==> src/sv/vnhm_ram.sv <==
module vnhm_ram #(
  parameter int WIDTH = 8,
  parameter int DEPTH = 16
) (
  input  logic                     clk,
  input  logic                     we,
  input  logic [$clog2(DEPTH)-1:0] waddr,
  input  logic [WIDTH-1:0]         wdata,
  input  logic                     re,
  input  logic [$clog2(DEPTH)-1:0] raddr,
  output logic [WIDTH-1:0]         rdata
);

  logic [WIDTH-1:0] mem [DEPTH];

  // One write port and one registered read port.
  always_ff @(posedge clk) begin
    if (we) begin
      mem[waddr] <= wdata;
    end
    if (re) begin
      rdata <= mem[raddr];
    end
  end

endmodule

==> config.mk <==
export PLATFORM = sky130hd
export DESIGN_NAME = vnhm_ram
export DESIGN_NICKNAME = d
export VERILOG_FILES = /design/src/sv/vnhm_ram.sv
export SDC_FILE = /design/constraint.sdc
export NUM_CORES = 1
export LEC_CHECK = 0
export BUFFER_PORTS_ARGS = -buffer_cell sky130_fd_sc_hd__buf_2
export CAP_MARGIN = 25
export CORE_MARGIN = 4
export CORE_UTILIZATION = 40
export CTS_CLUSTER_DIAMETER = 40
export DETAILED_ROUTE_END_ITERATION = 8
export PLACE_DENSITY_LB_ADDON = 0.2
export SYNTH_ARGS = -nofsm -noshare
export SYNTH_HDL_FRONTEND = slang
export SYNTH_SLANG_ARGS = --single-unit
==> constraint.sdc <==
create_clock -name clk -period 2.55 [get_ports clk]
set_clock_uncertainty 0.05 [all_clocks]
set_input_delay 0.1275 -clock clk [delete_from_list [all_inputs] [get_ports clk]]
set_output_delay 0.1275 -clock clk [all_outputs]
set_load 0.01 [all_outputs]
Word-level counts from Yosys, hierarchy flattened
Memory sizes are Yosys's and may differ from the RTL's. A register that Yosys moved wholly into a read port is not among the register bits.
Index checks and enable logic that the tools add are counted.
{"block": "word_totals", "register_bits": 0, "latch_bits": 0, "ram_bits": 128, "rom_bits": 0, "out_inout_bits": 8, "elab_cells": 3, "memories": 1}
{"block": "op_classes", "addsub": 0, "multipliers": 0, "div_mod_pow": 0, "order_cmp": 0, "eq_ne": 0, "shift": 0, "mux": 2, "bitwise_logic": 0, "n_reduce_logical": 0}
{"name": "mem", "depth": 16, "width": 8, "rd": 1, "rd_clocked_by_memory_dff": 1, "write_ports": 1, "line_no": "14", "source": "logic [WIDTH-1:0] mem [DEPTH];"}
{"op": "1-bit 2-to-1 mux", "count": 2}

Logic depth before layout (Yosys ltp)
{"block": "logic_depth", "ltp_word": 2, "ltp_mapped": 5}

Worst setup path before layout
OpenSTA, ideal clock, no wires.
{"block": "synth_path", "path_type": "input to register", "from": "input port waddr[2]", "to": "memory mem[0][0], enable pin", "setup_time_ps": 383, "arrival_ps": 1237, "t_required_ps": 2117, "path_slack_ps": 880, "path_stages": 2, "cell_sequence": "or3b_2 -> nor3_1"}
{"element": "from (decl)", "line_no": "7", "source": "input logic [$clog2(DEPTH)-1:0] waddr,"}
{"element": "to (decl)", "line_no": "14"}
Straight into the memory's write port.

==> results.md <==
- Status: completed
- Die width: 122 um
- Die area: 15000 um2
- Wl on met1: 4730 um
- Metal2 WL: 5150 um
- Synthesized flop and latch total: 136
- Placed standard-cell area: 5650 um2
- Clock latency on the worst-skew pair: 0.40 ns
- Num CTS Buffers: 17
- RSZ-0062 raised after global routing: false
- Initial antenna violation count: 0
- Fmax: 639 MHz
- Minimum clock period: 1.56 ns
- Wire length on met3: 590 um
- Net Count, Synth: 248
- Vias: 2395
- Setup TNS: 0 ns
- YS warnings: 0
- Hold Crit Class: in2reg
- Global Route Usage Sum: 15.5%
- R2r setup slk: 0.99 ns
- Rows: 41
- CTS clk-pin slew, worst paths: 0.06 ns
- Initial drt markers: 133
- Worst Path Arrival: 1.66 ns
- PnR worst setup slack: 0.985 ns
- Synthesized area per cell: 22.8 um2
- Post-Place Cells: 436
- Setup bufs post-CTS: 0
- Mapped cell area: 5230 um2
- Final wirelength: 10600 um
- Uppermost layer routed: met4
- Share of cells above drive strength 1: 31.8%
- Post-Synthesis Cells: 229
- Crit path required time: 2.65 ns
- Filler-free cell count of the finished design: 468
- Root Driver: clkbuf_16
- Depth of the CTS H-tree: 4
- Setup CP Type: reg2reg
- Pre-antenna DRT Iters: 4
- GRT overflow: 0
- Final Hold Vio Count: 0
- Num Clock Sinks: 136
- Headroom to the max-slew limit: 43.9%
- Leakage: 2.14 nW
- Part of the cycle the worst path needs: 61.4%
- Global-route wire length before repair: 15900 um
- Finish-stage setup viols: 0
- Place WS: 0.604 ns
- Vias in the first global route: 2458
- CTS tree: yes
- Crit-path max cell delay: 0.48 ns
- Quantity of gates resized following cts: 0
- Least-Margin Pin Slew: 0.839 ns
- Post-DRT Antenna Nets: 0
- CP Launch Type: flop
- Fin area: 6310 um2
- Core box area: 12700 um2
- Initial core utilization: 41.1%
- Pin count of the biggest net entering global routing: 33
- CP max-delay cell: mux4_2
- Finished Core Util: 49.6%
- Pins Over Slew Limit: 0
- Dpl hpwl: 6580 um
- Cell area power density: 861 nW/um2
- Post-DR vias/cell: 5.12
- Number of I/O port buffers: 26
- Distinct cells, synth: 18
- Fin nets: 302
- Cts hold-fix bufs: 0
- Register area share after synthesis: 78.1%
- I/O pins: 27
- Routed len/inst: 22.6 um
- N_diodes: 0
- Most frequent cells in the layout: edfxtp_1 (136), buf_2 (26), mux4_2 (18), clkbuf_16 (17), buf_4 (17)
- CP cell instances: mux4_2, a22oi_1, nand2_1
- P&R area growth vs syn: 20.8%
- DRC errors left: 0
- Gpl congestion: 0.704
- Max FO, Critical Path: 1
- Clock buffer depth: 2
- Leading cell type in the layout, fill and taps excluded: edfxtp_1
- Max cap viols: 0
- Die Height: 122 um
- Max VDD drop: 458 uV
- Crit path capture type: flop
==> cell type report <==
class / instances / area [um2]
multi-input combinational: 83 / 1060
clock inverter: 14 / 229
fill: 1036 / 6410
sequential: 136 / 4080
clock buffer: 18 / 429
timing repair buffer: 45 / 298
tap: 172 / 215
==> cells by family after synthesis <==
logic type	count (synthesis)	share of synthesized area (%)
buffers and inverters	10	1.65
muxes	32	14.8
AOI/OAI and AO/OA	16	2.30
DFF	136	78.1
and+or+nand+nor	35	3.14
==> power breakdown <==
group          total (W)  internal [W]  switching (W)
clock            0.00267       0.00182       0.000845
combinational   0.000234     0.0000991       0.000135
sequential       0.00253       0.00252      0.0000136
total            0.00544       0.00444       0.000994
==> flip-flops by register name, indices dropped and copies added, names as in the netlist <==
name	count
mem	128
rdata	8
==> cells in the mapped netlist <==
cell	number	area share [%]
clkdlybuf4s25_2	3	0.57
mux4_1	14	7.0
buf_2	3	0.29
nand3b_1	2	0.29
buf_4	1	0.14
buf_6	3	0.65
nand2b_1	2	0.24
and2b_1	1	0.14
nor2_1	13	0.93
a22oi_1	16	2.3
mux4_2	18	7.8
or3b_2	1	0.17
nor2b_1	1	0.12
nand2_1	9	0.65
edfxtp_1	136	78
and2_1	1	0.12
nor3_1	4	0.38
nand3_1	1	0.096
==> final timing paths <==
path              depth (start not counted)         to  startpoint
setup / recovery                          3   rdata[0]  mem[11][0]
hold reg to reg                           3   rdata[2]  mem[12][2]
setup reg to reg                          3   rdata[0]  mem[11][0]
hold / removal                            1  mem[9][7]    wdata[7]
==> stage by stage <==
| step | power [W] | hold slack, ns |
|---|---|---|
| floorplan | 0.00271 | 0.176 |
| global route | 0.00561 | 0.0418 |
| CTS | 0.00549 | 0.0282 |
| detailed placement | 0.00282 | 0.466 |
| finish | 0.00544 | 0.0509 |
| global placement | 0.00281 | 0.461 |
==> worst max-delay path, delay by kind of cell, from the launching register on <==
family | cells | cell delay [ns]
and+or+nand+nor | 1 | 0.08
AOI/OAI and AO/OA | 1 | 0.34
DFF | 1 | 0.36
muxes | 1 | 0.48
==> layer usage <==
| metal | track usage [%] | vias up |
|---|---|---|
| li1 | - | 1091 |
| met1 | 22.3 | 1227 |
| met2 | 22.7 | 73 |
| met3 | 4.01 | 4 |
| met4 | 5.88 | 0 |
| met5 | 0 | - |
(Power assumes the default switching activity.)
