==> config.mk <==
export PLATFORM = sky130hd
export DESIGN_NAME = vnhm_hash
export DESIGN_NICKNAME = d
export VERILOG_FILES = /design/src/sv/vnhm_pkg.sv /design/src/sv/vnhm_hash.sv
export SDC_FILE = /design/constraint.sdc
export NUM_CORES = 1
export LEC_CHECK = 0
export ABC_AREA = 1
export BUFFER_PORTS_ARGS = -buffer_cell sky130_fd_sc_hd__buf_2
export CAP_MARGIN = 30
export CELL_PAD_IN_SITES_DETAIL_PLACEMENT = 0
export CELL_PAD_IN_SITES_GLOBAL_PLACEMENT = 1
export CORE_MARGIN = 2
export CORE_UTILIZATION = 35
export DETAILED_ROUTE_END_ITERATION = 10
export HOLD_SLACK_MARGIN = 0.1
export PLACE_DENSITY = 0.64
export SLEW_MARGIN = 10
export SYNTH_ARGS = -nofsm -noshare
export SYNTH_HDL_FRONTEND = slang
export SYNTH_SLANG_ARGS = --single-unit
export TNS_END_PERCENT = 1
==> constraint.sdc <==
create_clock -name clk -period 5.4 [get_ports clk]
set_input_delay 0.54 -clock clk [delete_from_list [all_inputs] [get_ports clk]]
set_output_delay 0.54 -clock clk [all_outputs]
set_load 0.1 [all_outputs]
==> src/sv/vnhm_pkg.sv <==
package vnhm_pkg;

  // Operation codes carried in the operation field.
  localparam logic [2:0] OP_START  = 3'd0;
  localparam logic [2:0] OP_INSERT = 3'd1;
  localparam logic [2:0] OP_PROBE  = 3'd2;
  localparam logic [2:0] OP_READ   = 3'd3;
  localparam logic [2:0] OP_FACE   = 3'd4;

  // Configuration register indexes.
  localparam logic [1:0] REG_OFFSET_X   = 2'd0;
  localparam logic [1:0] REG_OFFSET_Y   = 2'd1;
  localparam logic [1:0] REG_OFFSET_Z   = 2'd2;
  localparam logic [1:0] REG_HIDE_SEAMS = 2'd3;

  // Spatial hash multipliers and fold shift.
  localparam logic [31:0] HASH_KX    = 32'd73856093;
  localparam logic [31:0] HASH_KY    = 32'd19349663;
  localparam logic [31:0] HASH_KZ    = 32'd83492791;
  localparam int          HASH_SHIFT = 15;

  // A pair must merge at least this many vertices before faces may hide.
  localparam logic [23:0] MIN_MERGES = 24'd3;

  // Accumulated contribution from the probing mesh to one inserted vertex.
  typedef struct packed {
    logic signed [23:0] x;
    logic signed [23:0] y;
    logic signed [23:0] z;
    logic [19:0]        faces;
    logic [11:0]        merged;
    logic               ovf;
  } delta_t;

  // Saturating 24-bit signed add; bit 24 of the result flags saturation.
  function automatic logic [24:0] add_s24(logic signed [23:0] a, logic signed [15:0] b);
    logic signed [24:0] s;
    s = {a[23], a} + {{9{b[15]}}, b};
    if (s[24] != s[23]) begin
      return {1'b1, (s[24] ? 24'h800000 : 24'h7FFFFF)};
    end
    return {1'b0, s[23:0]};
  endfunction

  // Saturating 20-bit unsigned add of a 12-bit count.
  function automatic logic [20:0] add_u20(logic [19:0] a, logic [11:0] b);
    logic [20:0] s;
    s = {1'b0, a} + {9'd0, b};
    if (s[20]) begin
      return {1'b1, 20'hFFFFF};
    end
    return {1'b0, s[19:0]};
  endfunction

  // Saturating 12-bit increment.
  function automatic logic [12:0] inc_u12(logic [11:0] a);
    if (a == 12'hFFF) begin
      return {1'b1, a};
    end
    return {1'b0, a + 12'd1};
  endfunction

endpackage

==> src/sv/vnhm_hash.sv <==
module vnhm_hash import vnhm_pkg::*; #(
  parameter int BW = 13
) (
  input  logic               clk,
  input  logic signed [16:0] x,
  input  logic signed [16:0] y,
  input  logic signed [16:0] z,
  output logic [BW-1:0]      bucket
);

  logic [31:0] px;
  logic [31:0] py;
  logic [31:0] pz;
  logic [31:0] h;
  logic [31:0] hf;

  // First stage: one 32-bit product per coordinate, low word kept.
  always_ff @(posedge clk) begin
    px <= {{15{x[16]}}, x} * HASH_KX;
    py <= {{15{y[16]}}, y} * HASH_KY;
    pz <= {{15{z[16]}}, z} * HASH_KZ;
  end

  // Second stage: combine, fold high bits down and keep the bucket bits.
  always_comb begin
    h  = px ^ py ^ pz;
    hf = h ^ (h >> HASH_SHIFT);
  end

  always_ff @(posedge clk) begin
    bucket <= hf[BW-1:0];
  end

endmodule

* Yosys cells after proc, flatten, opt, wreduce, memory -nomap -nowiden
Index checks and enable logic that the tools add are counted.
** Word-level totals
- Register bits after elaboration :: 97
- Latch bits :: 0
- Memory bits (writable) :: 0
- Memory bits (read-only) :: 0
- Word-level logic and storage cells :: 10
- Memories :: 0
** Cells by class
- Add/sub/neg operators :: 0
- Multiply operators :: 3
- Divide/modulo/power cells :: 0
- $lt $le $gt $ge :: 0
- Equal/unequal tests :: 0
- Shift-type cells :: 0
- Mux-type cells :: 0
- Bitwise gates (word level) :: 3
- Reductions and logical operators :: 0
** Operators by type and width (number)
- multiplier 17 x 28 -> 28 bit, second input constant :: 2
- bitwise XOR 28 bit :: 2
- multiplier 17 x 26 -> 28 bit, second input constant :: 1
- bitwise XOR 13 bit :: 1

* Logic depth before layout (Yosys ltp)
- Depth in word-level cells :: 3
- Depth in mapped cells :: 23
- Depth with buffers taken out :: 23

* Least setup slack after synthesis
OpenSTA, ideal clock, no wires.
- Path kind :: in2reg
- Start point :: input port z[5]
- End point :: register pz[23]
- Library setup time :: 0.120 ns
- Arrival :: 5.134 ns
- Required time :: 5.280 ns
- Path slack :: 0.146 ns
- Cell stages on the path :: 17
- Path buffers :: 0
- Cells stage by stage :: fa_1 -> inv_1 -> fa_1 -> inv_1 -> fa_1 -> fa_1 -> fa_1 -> inv_1 -> fa_1 -> inv_1 -> ha_1 -> a21oi_1 -> a21boi_0 -> nor2_1 -> nor2_1 -> nand3_1 -> xor2_1
** Between the ends
- Cells in the longest elaborated chain, start to end :: 1
** RTL lines
- start: declaration :: RTL line vnhm_hash.sv:7 : input logic signed [16:0] z,
- multiplier 17 x 28 -> 28 bit :: RTL line vnhm_hash.sv:21 : pz <= {{15{z[16]}}, z} * HASH_KZ;
- end signal: assignment :: RTL line vnhm_hash.sv:21
- end: declaration :: RTL line vnhm_hash.sv:13 : logic [31:0] pz;
Every way passes these cells.

* Final worst setup path
- Start point :: input port x[5]
- End point :: register px[27]
** Between the ends
- Cells in the longest elaborated chain, start to end :: 1
** RTL lines
- start: declaration :: RTL line vnhm_hash.sv:5 : input logic signed [16:0] x,
- multiplier 17 x 28 -> 28 bit :: RTL line vnhm_hash.sv:19 : px <= {{15{x[16]}}, x} * HASH_KX;
- end signal: assignment :: RTL line vnhm_hash.sv:19
- end: declaration :: RTL line vnhm_hash.sv:11 : logic [31:0] px;
Every way passes these cells.

==> impl_results.md <==
* GP Congestion at 0.895
* # port buffers at 64
* Register cell area after layout at approximately 1800 µm²
* Placed Area at 21200 µm²
* Syn avg cell area at about 9.0 µm²
* WL final at roughly 51000 µm
* Share of cells above drive strength 1 at under 10%
* Maximum clock rate at ~0.19 GHz
* CTS resizes at 0
* TritonCTS Buffers at 9
* Core ar. at ~54000 µm²
* Clk_skew at 14.7 ps
* Buf/Inv on CP at 7
* Worst path top cell family by delay: adder cells
* Drt drc at 0
* CP startpoint kind: primary input
* Hold Crit Class: primary input to flop
* RSZ-0062 raised after global routing: no
* CP peak stage delay at ~600 ps
* Gr usage total at a little under a fifth
* Top cell type by total area after synthesis: fa_1
* Status: completed
* Sequential-to-total area share from yosys stat at 9.48%
* Place WS at -157 ps
* CTS root buf: clkbuf_16
* Postcts setup bufs at 0
* Kind of critical path: primary input to flop
* CP Max Fanout at 5
* GRT Residual Overflow at 0
* Max-cap violations at 0
* Syn Nets at 2870
* CTS Hold Bufs at 0
* Setup-failing EPs final at 0
* Sum Neg Setup Slack at 0 ps
* Most frequent cells in the layout: inv_1 (655), fa_1 (341), ha_1 (332), nand2_1 (241), buf_4 (105)
* WL/cell at roughly 17 µm
* Synth Cell Area at between 15000 and 20000 µm²
* CP arrival at about 5400 ps
* I/O pin count at 65
* Post-synth ARST share at 0%
* Die Ht at 238 µm
* Syn-to-layout area delta at 11.8%
* Cell area after layout at 21500 µm²
* Synth Register Bits at 91
* Global-route wire length before repair at just over 80000 µm
* Crit path max-delay cell type: fa_1
* Clk_lat worst skew at ~350 ps
* Clock Pin Slew Worst Setup and Hold Paths at approximately 70 ps
* Least-Margin Pin Slew at a little under 500 ps
* CTS tree: done
* Min cycle time layout at just over 5000 ps
* Synth Instances at between 2000 and 2500
* Tcrit/Tclk final at 95.5%
* Post-synth top flop: dfxtp_1
* DRT antenna net count at 0
* Largest net degree at the start of global routing at 17
* Worst rel slew slack at 67.7%
* Multi-input logic area at between 10000 and 15000 µm²
* Post-synth EDFFs at 0
* Row count at 85
* Post-DP HPWL at about 47000 µm
* Netlist cell types at 38
* Top cell type's share of synthesized area at between 30% and 40%
* Fill count at approximately 5600
* DR vias at about 14000
* Critical path, cell by cell: buf_2 > fa_1 > buf_4 > inv_1 > fa_1 > inv_1 > ha_1 > fa_1 > inv_1 > fa_1 > fa_1 > inv_1 > ha_1 > nand2_1 > o21ai_0 > a21oi_1 > nand3_1 > inv_1 > nand3_1 > nand2_1
* Ant. Diodes at 0
* Initial antenna violation count at 1
* Via density at 4.51
* Most common library cell in the layout ignoring fill and taps: inv_1
* Synthesis Warnings at 0
* Final worst slack at around 240 ps
* Largest cells by area after synthesis: fa_1 (36%), ha_1 (22%), inv_1 (13%)
* Die area at ~57000 µm²
* Initial Util at between 30% and 40%
* # nets final at between 3000 and 4000
* Max Buffers Root-to-Sink at 2
* Critical Path RT at roughly 5600 ps
* Hold Fails Final Rpt at 0
* Final Max Slew Viols at 0
* Num Clock Sinks at between 90 and 100
* H-tree Lvls at 3
* Die X at around 240 µm
* Starting DRT DRC Count at ~500
* TritonRoute pass-1 iters at 4
* Worst setup EP type: flop
* Vias in the first global route at ~15000
## flip-flops by register name (all words and copies together), names as in the netlist
register	flops
py	26
px	26
pz	26
bucket	13
## per-stage QoR
| step | hold WS [ps] | std cells | util [%] |
|---|---|---|---|
| 2_1_floorplan | 518 | 2144 | - |
| 3_3_place_gp | 557 | 3009 | 39.2 |
| 3_5_place_dp | 547 | 3009 | 39.2 |
| 4_1_cts | 466 | 3025 | 39.7 |
| 5_1_grt | 467 | 3025 | 39.7 |
| 6_report | 478 | 3025 | 39.7 |
## Yosys cell counts (all sizes together) (4+ instances only)
cell	n
inv	655
fa	342
ha	332
nand2	251
dfxtp	91
a21oi	82
nor2	77
xnor2	76
nand3	70
xor2	61
o21ai	42
nand4	15
nor3	10
a21o	8
or2	5
nand3b	4
o21bai	4
## worst paths after layout
| check | start | end | slack [ps] | cells past startpoint |
|---|---|---|---|---|
| worst max-delay path | x[5] | px[27]$_DFF_P_ | 240 | 20 |
| worst min-delay path | y[0] | py[0]$_DFF_P_ | 480 | 1 |
| worst max register to register | py[26]$_DFF_P_ | bucket[11]$_DFF_P_ | 4290 | 3 |
| worst min register to register | py[8]$_DFF_P_ | bucket[8]$_DFF_P_ | 550 | 2 |
## cell type report
class | instances | area share, %
clock buffers | 10 | 1.07
well taps | 696 | 4.06
inverters | 655 | 11.4
clock inverters | 6 | 0.221
repair buffers | 169 | 5.16
multi-input cells | 1398 | 69.6
flip-flops and latches | 91 | 8.48
## logic make-up (layout without fill, tap and decap cells)
group | count (synthesis) | after routing | synth area share, %
compound gates | 146 | 146 | 4.19
xor+xnor | 137 | 137 | 6.24
fa+ha+maj | 674 | 674 | 57.3
buf+inv | 655 | 840 | 12.8
flops | 91 | 91 | 9.48
simple gates | 441 | 441 | 10.0
## layer usage
metal  GRT usage (%)  up-vias  share of wire, %
met5               0        -                 0
met4            3.84        0               1.9
met3            1.24       40               2.0
met2            32.8      168                50
met1            25.6     6666                46
li1                -     6769                 -
Power is left out: the tool's default activity adds up to more than one toggle a clock period on the data nets, which glitch-free logic cannot reach.
